<file path="src/rtl/core/bfg_pkg.sv">
// bfg_pkg: shared widths, register decode, curve table and limits for the fuel gauge
// used by bfg_div and battery_fuel_gauge_core; no dependencies
`default_nettype none

package bfg_pkg;

  // field widths
  localparam int MV_W    = 13;
  localparam int PCT_W   = 7;
  localparam int HOURS_W = 18;

  // shared divider: denominator covers diff * 60 with diff up to 13 bits
  localparam int DEN_W          = 19;
  localparam int DIV_NUM_W_DEF  = 24;
  localparam int HISTORY_DEPTH_DEF = 8;

  // register reset values and charge detection margin
  localparam logic [MV_W-1:0] FULL_RESET    = 13'd4150;
  localparam logic [MV_W-1:0] EMPTY_RESET   = 13'd3300;
  localparam logic [MV_W:0]   CHARGE_MARGIN = 14'd40;

  // register index, taken from paddr[2]
  localparam logic CFG_FULL  = 1'b0;
  localparam logic CFG_EMPTY = 1'b1;

  // reciprocal of ten for the filter, exact for sums below 2^18
  localparam logic [15:0] FILTER_RECIP = 16'd52429;
  localparam int          FILTER_SHIFT = 19;

  // minutes per hour for the estimate denominator
  localparam logic [5:0]  MINUTE_DEN = 6'd60;

  // discharge curve, highest voltage first
  localparam int CURVE_POINTS = 13;
  localparam int SEG_W        = 4;
  localparam int OFF_W        = 7;
  localparam int RISE_W       = 4;

  localparam logic [MV_W-1:0] CURVE_MV [CURVE_POINTS] = '{
    13'd4180, 13'd4100, 13'd4000, 13'd3900, 13'd3820, 13'd3750, 13'd3700,
    13'd3660, 13'd3620, 13'd3560, 13'd3480, 13'd3400, 13'd3300
  };
  localparam logic [PCT_W-1:0] CURVE_PCT [CURVE_POINTS] = '{
    7'd100, 7'd95, 7'd88, 7'd78, 7'd68, 7'd57, 7'd46,
    7'd36, 7'd26, 7'd16, 7'd8, 7'd3, 7'd0
  };
  localparam logic [PCT_W-1:0] PCT_FULL  = 7'd100;
  localparam logic [PCT_W-1:0] PCT_EMPTY = 7'd0;

  // saturation limits of the signed Q10.8 estimate
  localparam int HOURS_POS_LIM = 131071;
  localparam int HOURS_NEG_LIM = 131072;
  localparam logic [HOURS_W-1:0] HOURS_MAX = 18'h1FFFF;
  localparam logic [HOURS_W-1:0] HOURS_MIN = 18'h20000;

endpackage

`default_nettype wire

</file>
<file path="src/rtl/core/bfg_div.sv">
// bfg_div: restoring unsigned divider, one quotient bit per cycle
// depends on bfg_pkg for the denominator width
`default_nettype none

module bfg_div import bfg_pkg::*; #(
  parameter int NUM_W = DIV_NUM_W_DEF
) (
  input  wire logic             clk,
  input  wire logic             rst,
  input  wire logic             start,
  input  wire logic [NUM_W-1:0] num,
  input  wire logic [DEN_W-1:0] den,
  output logic                  done,
  output logic [NUM_W-1:0]      quot
);

  localparam int CNT_W = $clog2(NUM_W + 1);

  logic [DEN_W-1:0] rem;
  logic [DEN_W-1:0] den_r;
  logic [CNT_W-1:0] cnt;
  logic             busy;
  logic [DEN_W:0]   rem_sh;
  logic [DEN_W+1:0] trial;
  logic             ge;

  // shift in the next numerator bit and try a subtract
  assign rem_sh = {rem, quot[NUM_W-1]};
  assign trial  = {1'b0, rem_sh} - {2'b0, den_r};
  assign ge     = ~trial[DEN_W+1];

  // control
  always_ff @(posedge clk) begin
    if (rst) begin
      busy <= 1'b0;
      done <= 1'b0;
      cnt  <= '0;
    end else begin
      done <= 1'b0;
      if (start) begin
        busy <= 1'b1;
        cnt  <= CNT_W'(NUM_W);
      end else if (busy) begin
        cnt <= cnt - 1'b1;
        if (cnt == CNT_W'(1)) begin
          busy <= 1'b0;
          done <= 1'b1;
        end
      end
    end
  end

  // datapath
  always_ff @(posedge clk) begin
    if (start) begin
      quot  <= num;
      rem   <= '0;
      den_r <= den;
    end else if (busy) begin
      quot <= {quot[NUM_W-2:0], ge};
      rem  <= ge ? trial[DEN_W-1:0] : rem_sh[DEN_W-1:0];
    end
  end

endmodule

`default_nettype wire

</file>
<file path="src/rtl/core/battery_fuel_gauge_core.sv">
// battery_fuel_gauge_core: voltage filter, discharge curve lookup and runtime estimate
// depends on bfg_pkg and bfg_div (shared divider)
//
// Usage: one voltage sample per transaction on the s_axis channel, one result
// per sample on the m_axis channel. The user must write the thresholds over the
// APB port only while idle; the block does not enforce it. pready is tied high
// and reads return the registers. A sample goes through a small sequencer that
// runs both variable divisions, the curve interpolation and the runtime estimate,
// on one shared bit-serial divider (NUM_W = 21 + clog2(HISTORY_DEPTH) bits wide);
// the filter divides by ten with a reciprocal multiply in a single step.
// When the voltage sits at a curve end and no estimate is due, both divisions
// are skipped. The next sample can be accepted in the cycle after the result
// is loaded.
// One sample is in work at a time: s_axis_tready is high only while idle.
// The result waits in an output register; the next sample is accepted while
// it waits, and a stalled receiver only holds the sequencer at its last step.
// Reset clears the thresholds to their defaults, the filter to the no-sample
// state, the history ring and the estimate. No clearing pass is needed.
`default_nettype none

module battery_fuel_gauge_core import bfg_pkg::*; #(
  parameter int HISTORY_DEPTH = HISTORY_DEPTH_DEF
) (
  input  wire logic        clk,
  input  wire logic        rst,
  // sample channel
  input  wire logic        s_axis_tvalid,
  output logic             s_axis_tready,
  input  wire logic [15:0] s_axis_tdata,  // battery_mv[12:0], history_due[13], zero[15:14]
  // result channel
  output logic             m_axis_tvalid,
  input  wire logic        m_axis_tready,
  output logic [39:0]      m_axis_tdata,  // filtered_mv[12:0], charge_percent[19:13],
                                          // charging[20], hours_left_q8[38:21],
                                          // hours_left_valid[39]
  // configuration
  input  wire logic        psel,
  input  wire logic        penable,
  input  wire logic        pwrite,
  input  wire logic [2:0]  paddr,
  input  wire logic [31:0] pwdata,
  output logic [31:0]      prdata,
  output logic             pready
);

  localparam int IDX_W = $clog2(HISTORY_DEPTH);
  localparam int NUM_W = MV_W + IDX_W + 8;

  typedef enum logic [8:0] {
    S_IDLE   = 9'b000000001,
    S_FILT   = 9'b000000010,
    S_PCT    = 9'b000000100,
    S_PSTART = 9'b000001000,
    S_PDIV   = 9'b000010000,
    S_HIST   = 9'b000100000,
    S_HEST   = 9'b001000000,
    S_HDIV   = 9'b010000000,
    S_DONE   = 9'b100000000
  } seq_state_t;

  seq_state_t state;

  logic [MV_W-1:0]    full_mv;
  logic [MV_W-1:0]    empty_mv;
  logic [MV_W-1:0]    mv_in;
  logic               due_in;
  logic [MV_W-1:0]    filt;
  logic [MV_W-1:0]    seed;
  logic [HISTORY_DEPTH-1:0] hist_valid;
  logic [IDX_W-1:0]   pos;
  logic [IDX_W-1:0]   oidx;
  logic [MV_W-1:0]    hist_mem [HISTORY_DEPTH];
  logic [MV_W-1:0]    hist_rdata;
  logic [HOURS_W-1:0] rem_hours;
  logic               rem_valid;
  logic [PCT_W-1:0]   pct_r;
  logic               charging_r;
  logic [SEG_W-1:0]   seg_r;
  logic [MV_W-1:0]    diff_r;
  logic               neg_r;

  logic               in_accept;
  logic               cfg_write;
  logic               div_start;
  logic [NUM_W-1:0]   div_num;
  logic [DEN_W-1:0]   div_den;
  logic               div_done;
  logic [NUM_W-1:0]   div_quot;

  logic [16:0]        filt_sum;
  logic [31:0]        filt_prod;
  logic [MV_W-1:0]    filt_avg;
  logic [SEG_W-1:0]   seg;
  logic               at_top;
  logic               at_bottom;
  logic               charging;
  logic [SEG_W-1:0]   seg_prev;
  logic [MV_W-1:0]    seg_off;
  logic [MV_W-1:0]    seg_span;
  logic [PCT_W-1:0]   seg_rise;
  logic [OFF_W+RISE_W-1:0] pct_prod;
  logic [MV_W-1:0]    oldest;
  logic               drop;
  logic [MV_W-1:0]    diff;
  logic [15:0]        diff5;
  logic [MV_W:0]      delta;
  logic [MV_W-1:0]    delta_mag;
  logic [MV_W+IDX_W-1:0] est_prod;
  logic [HOURS_W-1:0] hours_sat;
  logic [HOURS_W-1:0] hours_out;

  assign pready        = 1'b1;
  assign s_axis_tready = (state == S_IDLE);
  assign in_accept     = s_axis_tvalid && s_axis_tready;
  assign cfg_write     = psel && penable && pwrite && pready;

  // configuration registers
  always_ff @(posedge clk) begin
    if (rst) begin
      full_mv  <= FULL_RESET;
      empty_mv <= EMPTY_RESET;
    end else if (cfg_write) begin
      case (paddr[2])
        CFG_FULL:  full_mv  <= pwdata[MV_W-1:0];
        CFG_EMPTY: empty_mv <= pwdata[MV_W-1:0];
        default:   full_mv  <= full_mv;
      endcase
    end
  end

  always_comb begin
    case (paddr[2])
      CFG_FULL: prdata = {{(32-MV_W){1'b0}}, full_mv};
      default:  prdata = {{(32-MV_W){1'b0}}, empty_mv};
    endcase
  end

  // filter sum 9 * old + new, divided by ten through the reciprocal
  assign filt_sum  = {1'b0, filt, 3'b000} + {4'b0, filt} + {4'b0, mv_in};
  assign filt_prod = {15'b0, filt_sum} * {16'b0, FILTER_RECIP};
  assign filt_avg  = filt_prod[FILTER_SHIFT +: MV_W];

  // curve segment search, highest-voltage matching breakpoint wins
  always_comb begin
    seg = SEG_W'(CURVE_POINTS - 1);
    for (int i = CURVE_POINTS - 1; i >= 1; i--) begin
      if (filt >= CURVE_MV[i]) seg = SEG_W'(i);
    end
  end

  assign at_top    = (filt >= CURVE_MV[0]);
  assign at_bottom = (filt <= CURVE_MV[CURVE_POINTS-1]);
  assign charging  = ({1'b0, filt} > ({1'b0, full_mv} + CHARGE_MARGIN));

  // interpolation terms for the registered segment
  assign seg_prev = seg_r - 1'b1;
  assign seg_off  = filt - CURVE_MV[seg_r];
  assign seg_span = CURVE_MV[seg_prev] - CURVE_MV[seg_r];
  assign seg_rise = CURVE_PCT[seg_prev] - CURVE_PCT[seg_r];
  assign pct_prod = {{RISE_W{1'b0}}, seg_off[OFF_W-1:0]} *
                    {{OFF_W{1'b0}}, seg_rise[RISE_W-1:0]};

  // history ring: oldest entry and drop across the ring
  assign oidx   = (pos == IDX_W'(HISTORY_DEPTH - 1)) ? '0 : pos + 1'b1;
  assign oldest = hist_valid[oidx] ? hist_rdata : seed;
  assign drop   = (oldest != '0) && (oldest > filt);
  assign diff   = oldest - filt;
  assign diff5  = {3'b0, diff} + {1'b0, diff, 2'b00};

  // estimate numerator magnitude and sign
  assign delta     = {1'b0, filt} - {1'b0, empty_mv};
  assign delta_mag = delta[MV_W] ? MV_W'(-delta) : delta[MV_W-1:0];
  assign est_prod  = {{IDX_W{1'b0}}, delta_mag} * (MV_W+IDX_W)'(HISTORY_DEPTH - 1);

  // saturate the quotient and apply the sign
  always_comb begin
    if (neg_r) begin
      hours_sat = (div_quot > NUM_W'(HOURS_NEG_LIM)) ? HOURS_MIN : -div_quot[HOURS_W-1:0];
    end else begin
      hours_sat = (div_quot > NUM_W'(HOURS_POS_LIM)) ? HOURS_MAX : div_quot[HOURS_W-1:0];
    end
  end

  // divider request per sequencer step
  always_comb begin
    div_start = 1'b0;
    div_num   = '0;
    div_den   = '0;
    case (state)
      S_PSTART: begin
        div_start = 1'b1;
        div_num   = NUM_W'(pct_prod);
        div_den   = DEN_W'(seg_span);
      end
      S_HEST: begin
        div_start = 1'b1;
        div_num   = {est_prod, 8'h00};
        div_den   = {6'b0, diff_r} * DEN_W'(MINUTE_DEN);
      end
      default: begin
        div_start = 1'b0;
      end
    endcase
  end

  bfg_div #(
    .NUM_W (NUM_W)
  ) u_div (
    .clk   (clk),
    .rst   (rst),
    .start (div_start),
    .num   (div_num),
    .den   (div_den),
    .done  (div_done),
    .quot  (div_quot)
  );

  // history memory, read at accept and written at the minute mark
  always_ff @(posedge clk) begin
    if (in_accept) hist_rdata <= hist_mem[oidx];
    if (state == S_HIST && due_in) hist_mem[pos] <= filt;
  end

  // sample payload
  always_ff @(posedge clk) begin
    if (in_accept) begin
      mv_in  <= s_axis_tdata[MV_W-1:0];
      due_in <= s_axis_tdata[MV_W];
    end
  end

  // sequencer and gauge state
  always_ff @(posedge clk) begin
    if (rst) begin
      state      <= S_IDLE;
      filt       <= '0;
      seed       <= '0;
      hist_valid <= '0;
      pos        <= '0;
      rem_hours  <= '0;
      rem_valid  <= 1'b0;
    end else begin
      case (state)
        S_IDLE: begin
          if (in_accept) state <= S_FILT;
        end
        S_FILT: begin
          if (filt == '0) begin
            filt       <= mv_in;
            seed       <= mv_in;
            hist_valid <= '0;
          end else begin
            filt <= filt_avg;
          end
          state <= S_PCT;
        end
        S_PCT: begin
          charging_r <= charging;
          seg_r      <= seg;
          if (at_top) begin
            pct_r <= PCT_FULL;
            state <= S_HIST;
          end else if (at_bottom) begin
            pct_r <= PCT_EMPTY;
            state <= S_HIST;
          end else begin
            state <= S_PSTART;
          end
        end
        S_PSTART: begin
          state <= S_PDIV;
        end
        S_PDIV: begin
          if (div_done) begin
            pct_r <= CURVE_PCT[seg_r] + div_quot[PCT_W-1:0];
            state <= S_HIST;
          end
        end
        S_HIST: begin
          diff_r <= diff;
          neg_r  <= delta[MV_W];
          state  <= S_DONE;
          if (due_in) begin
            hist_valid[pos] <= 1'b1;
            pos             <= oidx;
            if (drop) begin
              if (diff5 > 16'(HISTORY_DEPTH - 1)) state <= S_HEST;
            end else if (charging_r) begin
              rem_valid <= 1'b0;
            end
          end
        end
        S_HEST: begin
          state <= S_HDIV;
        end
        S_HDIV: begin
          if (div_done) begin
            rem_hours <= hours_sat;
            rem_valid <= 1'b1;
            state     <= S_DONE;
          end
        end
        S_DONE: begin
          if (!m_axis_tvalid || m_axis_tready) state <= S_IDLE;
        end
        default: begin
          state <= S_IDLE;
        end
      endcase
    end
  end

  assign hours_out = rem_valid ? rem_hours : '0;

  // output register
  always_ff @(posedge clk) begin
    if (rst) begin
      m_axis_tvalid <= 1'b0;
    end else if (state == S_DONE && (!m_axis_tvalid || m_axis_tready)) begin
      m_axis_tvalid <= 1'b1;
    end else if (m_axis_tready) begin
      m_axis_tvalid <= 1'b0;
    end
  end

  always_ff @(posedge clk) begin
    if (state == S_DONE && (!m_axis_tvalid || m_axis_tready)) begin
      m_axis_tdata <= {rem_valid, hours_out, charging_r, pct_r, filt};
    end
  end

  // a new result only comes out of the final sequencer step
  a_result_from_done: assert property (@(posedge clk) disable iff (rst)
    $rose(m_axis_tvalid) |-> $past(state == S_DONE))
    else $error("result raised outside the final step");

  // the divider only finishes while the sequencer waits on it
  a_div_done_waited: assert property (@(posedge clk) disable iff (rst)
    div_done |-> (state == S_PDIV || state == S_HDIV))
    else $error("divider finished with no step waiting");

  // percentage stays on the curve range
  a_pct_range: assert property (@(posedge clk) disable iff (rst)
    m_axis_tvalid |-> (m_axis_tdata[19:13] <= PCT_FULL))
    else $error("charge percent above full");

  // an invalid estimate is reported as zero
  a_hours_zero: assert property (@(posedge clk) disable iff (rst)
    (m_axis_tvalid && !m_axis_tdata[39]) |-> (m_axis_tdata[38:21] == '0))
    else $error("invalid estimate with nonzero hours");

endmodule

`default_nettype wire
</file>
<file path="config.mk">
export PLATFORM = sky130hd
export DESIGN_NAME = battery_fuel_gauge_core
export DESIGN_NICKNAME = d
export VERILOG_FILES = /design/src/rtl/core/bfg_pkg.sv /design/src/rtl/core/bfg_div.sv /design/src/rtl/core/battery_fuel_gauge_core.sv
export SDC_FILE = /design/constraint.sdc
export NUM_CORES = 1
export LEC_CHECK = 0
export ABC_AREA = 1
export BUFFER_PORTS_ARGS = -buffer_cell sky130_fd_sc_hd__buf_2
export CAP_MARGIN = 15
export CORE_ASPECT_RATIO = 1.4
export CORE_MARGIN = 2
export CORE_UTILIZATION = 40
export CTS_CLUSTER_SIZE = 14
export DETAILED_ROUTE_END_ITERATION = 10
export GPL_ROUTABILITY_DRIVEN = 0
export GPL_TIMING_DRIVEN = 0
export PLACE_DENSITY = 0.62
export SYNTH_ARGS = -nofsm -noshare
export SYNTH_HDL_FRONTEND = slang
export SYNTH_SLANG_ARGS = --single-unit
</file>
<file path="constraint.sdc">
create_clock -name clk -period 9.4 [get_ports clk]
set_clock_uncertainty 0.05 [all_clocks]
set_input_delay 0.94 -clock clk [delete_from_list [all_inputs] [get_ports clk]]
set_output_delay 0.94 -clock clk [all_outputs]
set_load 0.02 [all_outputs]
</file>
==> impl_metrics.json <==
{
  "outcome": "complete, no violations",
  "netlist_instances": 3344,
  "rows": 115,
  "cts_hold_buf": 0,
  "grt_max_degree": 32,
  "synth.area.top_cells": "edfxtp_1 (25%), ha_1 (13%), fa_1 (11%)",
  "track_usage_pct": 20.7,
  "numCtsBuffers": 41,
  "synth.top_cell.area_share_pct": 25.3,
  "synth_seq_cells": 357,
  "hold_viol": 0,
  "viasPerCell": 5.13,
  "cp_slowest_cell": "dfxtp_1",
  "fmaxAchievable_mhz": 112,
  "worstPathArrival_ns": 9.28,
  "grt_setup_unrepaired": "false",
  "die-height_um": 319,
  "synth_area_sq_mm": 0.0284,
  "crit_type": "flop to flop",
  "drt-total-wl_um": 75600,
  "slew_violations": 0,
  "core_sq_mm": 0.0702,
  "die_x_um": 229,
  "area_growth_pct": 12.1,
  "rrSetupSlack_ns": 0.51,
  "antenna_found_initial": 2,
  "worst_slew_pin_slew_ns": 1.12,
  "period_share_pct": 94.6,
  "die-area_sq_mm": 0.0731,
  "clock_sinks": 357,
  "start_util_pct": 40.4,
  "first_pass_iters": 5,
  "clk-insertion-delay-late_ns": 0.59,
  "setup_viol": 0,
  "period_needed_ns": 8.89,
  "synth-seq-area-share_pct": 33.6,
  "yosys.cell_types.count": 63,
  "hold_slack_ns": 0.367,
  "min_path_type": "flop to flop",
  "worstPathMaxFanout": 6,
  "gr-total-overflow": 0,
  "vias": 23000,
  "avgRoutedWirePerCell_um": 16.9,
  "grt_pass1_vias": 23000,
  "drc": 0,
  "drive_above_1_share_pct": 7.95,
  "synthArstFlopShare_pct": 0,
  "synth_edf_count": 239,
  "max_cap_viol_count": 0,
  "grt_pass1_wl_um": 120000,
  "h-tree-depth": 2,
  "avgSynthCellArea_sq_um": 8.48,
  "port_buffers": 88,
  "drt_iter0_markers": 1301,
  "yosys_warnings": 0,
  "max_stage_delay_ns": 0.76,
  "hpwl_um": 60800,
  "start_kind": "flop",
  "yosysTopAreaCell": "edfxtp_1",
  "ios": 133,
  "clockBufferDepth": 3,
  "cp_common_cell": "fa_1",
  "design_area_sq_mm": 0.0318,
  "dpl_cell_area_sq_mm": 0.0303,
  "cp.required_ns": 9.79,
  "layout.nets": 4025,
  "ys.flop_type": "edfxtp_1",
  "slew_headroom_pct": 25.3,
  "ant_nets": 0,
  "endpoint_kind": "flop",
  "cts-root-buf": "clkbuf_16",
  "cts_tree": "yes",
  "path_clk_slew_ns": 0.06
}
==> through the flow <==
stage	TNS (ns)	util [%]	setup slack (ns)	std cells
after detailed placement	-3.72	43.1	-0.951	4400
final	0	45.3	0.509	4484
after global routing	0	45.3	0.0679	4484
after CTS	0	45.2	0.0317	4476
after floorplan	0	-	1.69	3362
after global placement	-3.50	42.8	-0.904	4386
==> cell families (layout without fill, tap and decap cells) <==
kind of cell / after synthesis / count (layout) / share of synthesized area, %
AOI/OAI and AO/OA: 644 / 644 / 13.0
other: 2 / 21 / 0.0265
and+or+nand+nor: 1093 / 1093 / 16.5
buffers and inverters: 694 / 879 / 9.62
adders and majority gates: 453 / 453 / 24.0
DFF: 357 / 357 / 33.6
xor gates and xnor gates: 101 / 101 / 3.21
==> path summary, 6_finish.rpt <==
check / end / depth (start not counted) / startpoint
max: filt[12] / 33 / filt[1]
min: m_axis_tdata[17] / 0 / pct_r[4]
max reg2reg: filt[12] / 33 / filt[1]
min reg2reg: m_axis_tdata[17] / 0 / pct_r[4]
==> cells in the mapped netlist, drive strengths merged (12+ instances only) <==
cell,number
nor4,21
xor2,72
dfxtp,118
ha,303
o21ai,212
buf,39
a21oi,263
inv,595
clkbuf,54
nand3,134
xnor2,29
edfxtp,239
nor3,39
or2,20
o211ai,15
nand3b,17
a31oi,43
nand4,37
nand2,607
fa,150
o221ai,27
nor2,216
o21bai,12
==> sequential cells by signal (all words and copies together), names as in the netlist, 7 cells and up <==
name	flops
diff_r	13
empty_mv	13
filt	13
full_mv	13
hist_mem	104
hist_rdata	13
hist_valid	8
m_axis_tdata	40
mv_in	13
pct_r	7
rem_hours	18
seed	13
state	9
u_div.den_r	18
u_div.quot	24
u_div.rem	19
==> critical path: cells and delay by family, from the launching register on <==
family | cells | cell delay [ns]
DFF | 1 | 0.76
buffers and inverters | 5 | 0.31
adders and majority gates | 9 | 4.32
and+or+nand+nor | 11 | 1.96
AOI/OAI and AO/OA | 8 | 1.34
==> cell usage in the layout, fill, tap and decap left out, types with 20 or more instances in the layout <==
master / n
nand2_1: 602
inv_1: 584
ha_1: 303
a21oi_1: 259
edfxtp_1: 239
nor2_1: 208
o21ai_0: 198
fa_1: 150
nand3_1: 130
dfxtp_1: 112
buf_2: 96
xor2_1: 69
clkbuf_1: 60
a31oi_1: 43
clkbuf_16: 42
nor3_1: 39
nand4_1: 37
buf_4: 36
xnor2_1: 29
o221ai_1: 27
or2_2: 20
conb_1: 20
==> layout make-up <==
type	instances	area, sq um
Antenna cell	1	2.50
Buffer	93	472
Clock buffer	52	1130
Clock inverter	24	289
Fill cell	6973	38400
Inverter	601	2260
Multi-Input combinational cell	2311	16200
Sequential cell	357	9550
Tap cell	936	1170
Timing Repair Buffer	109	691
==> metal layers <==
metal  up-vias  track usage [%]  part of all wire [%]
met5         -                0                     0
met4         0             10.2                   5.0
met3       193             2.20                   4.2
met2       576             38.6                    51
met1     10800             23.3                    39
li1      11500                -                     -
==> repair_timing <==
action / 4_1_cts / 5_1_grt
buffers inserted: 0 / 7
endpoints found under the setup margin: 11 / 3
resized for setup: 7 / 5
Power is not shown: default switching activity piles up to over one toggle a cycle in this logic, so the estimate is an artifact.
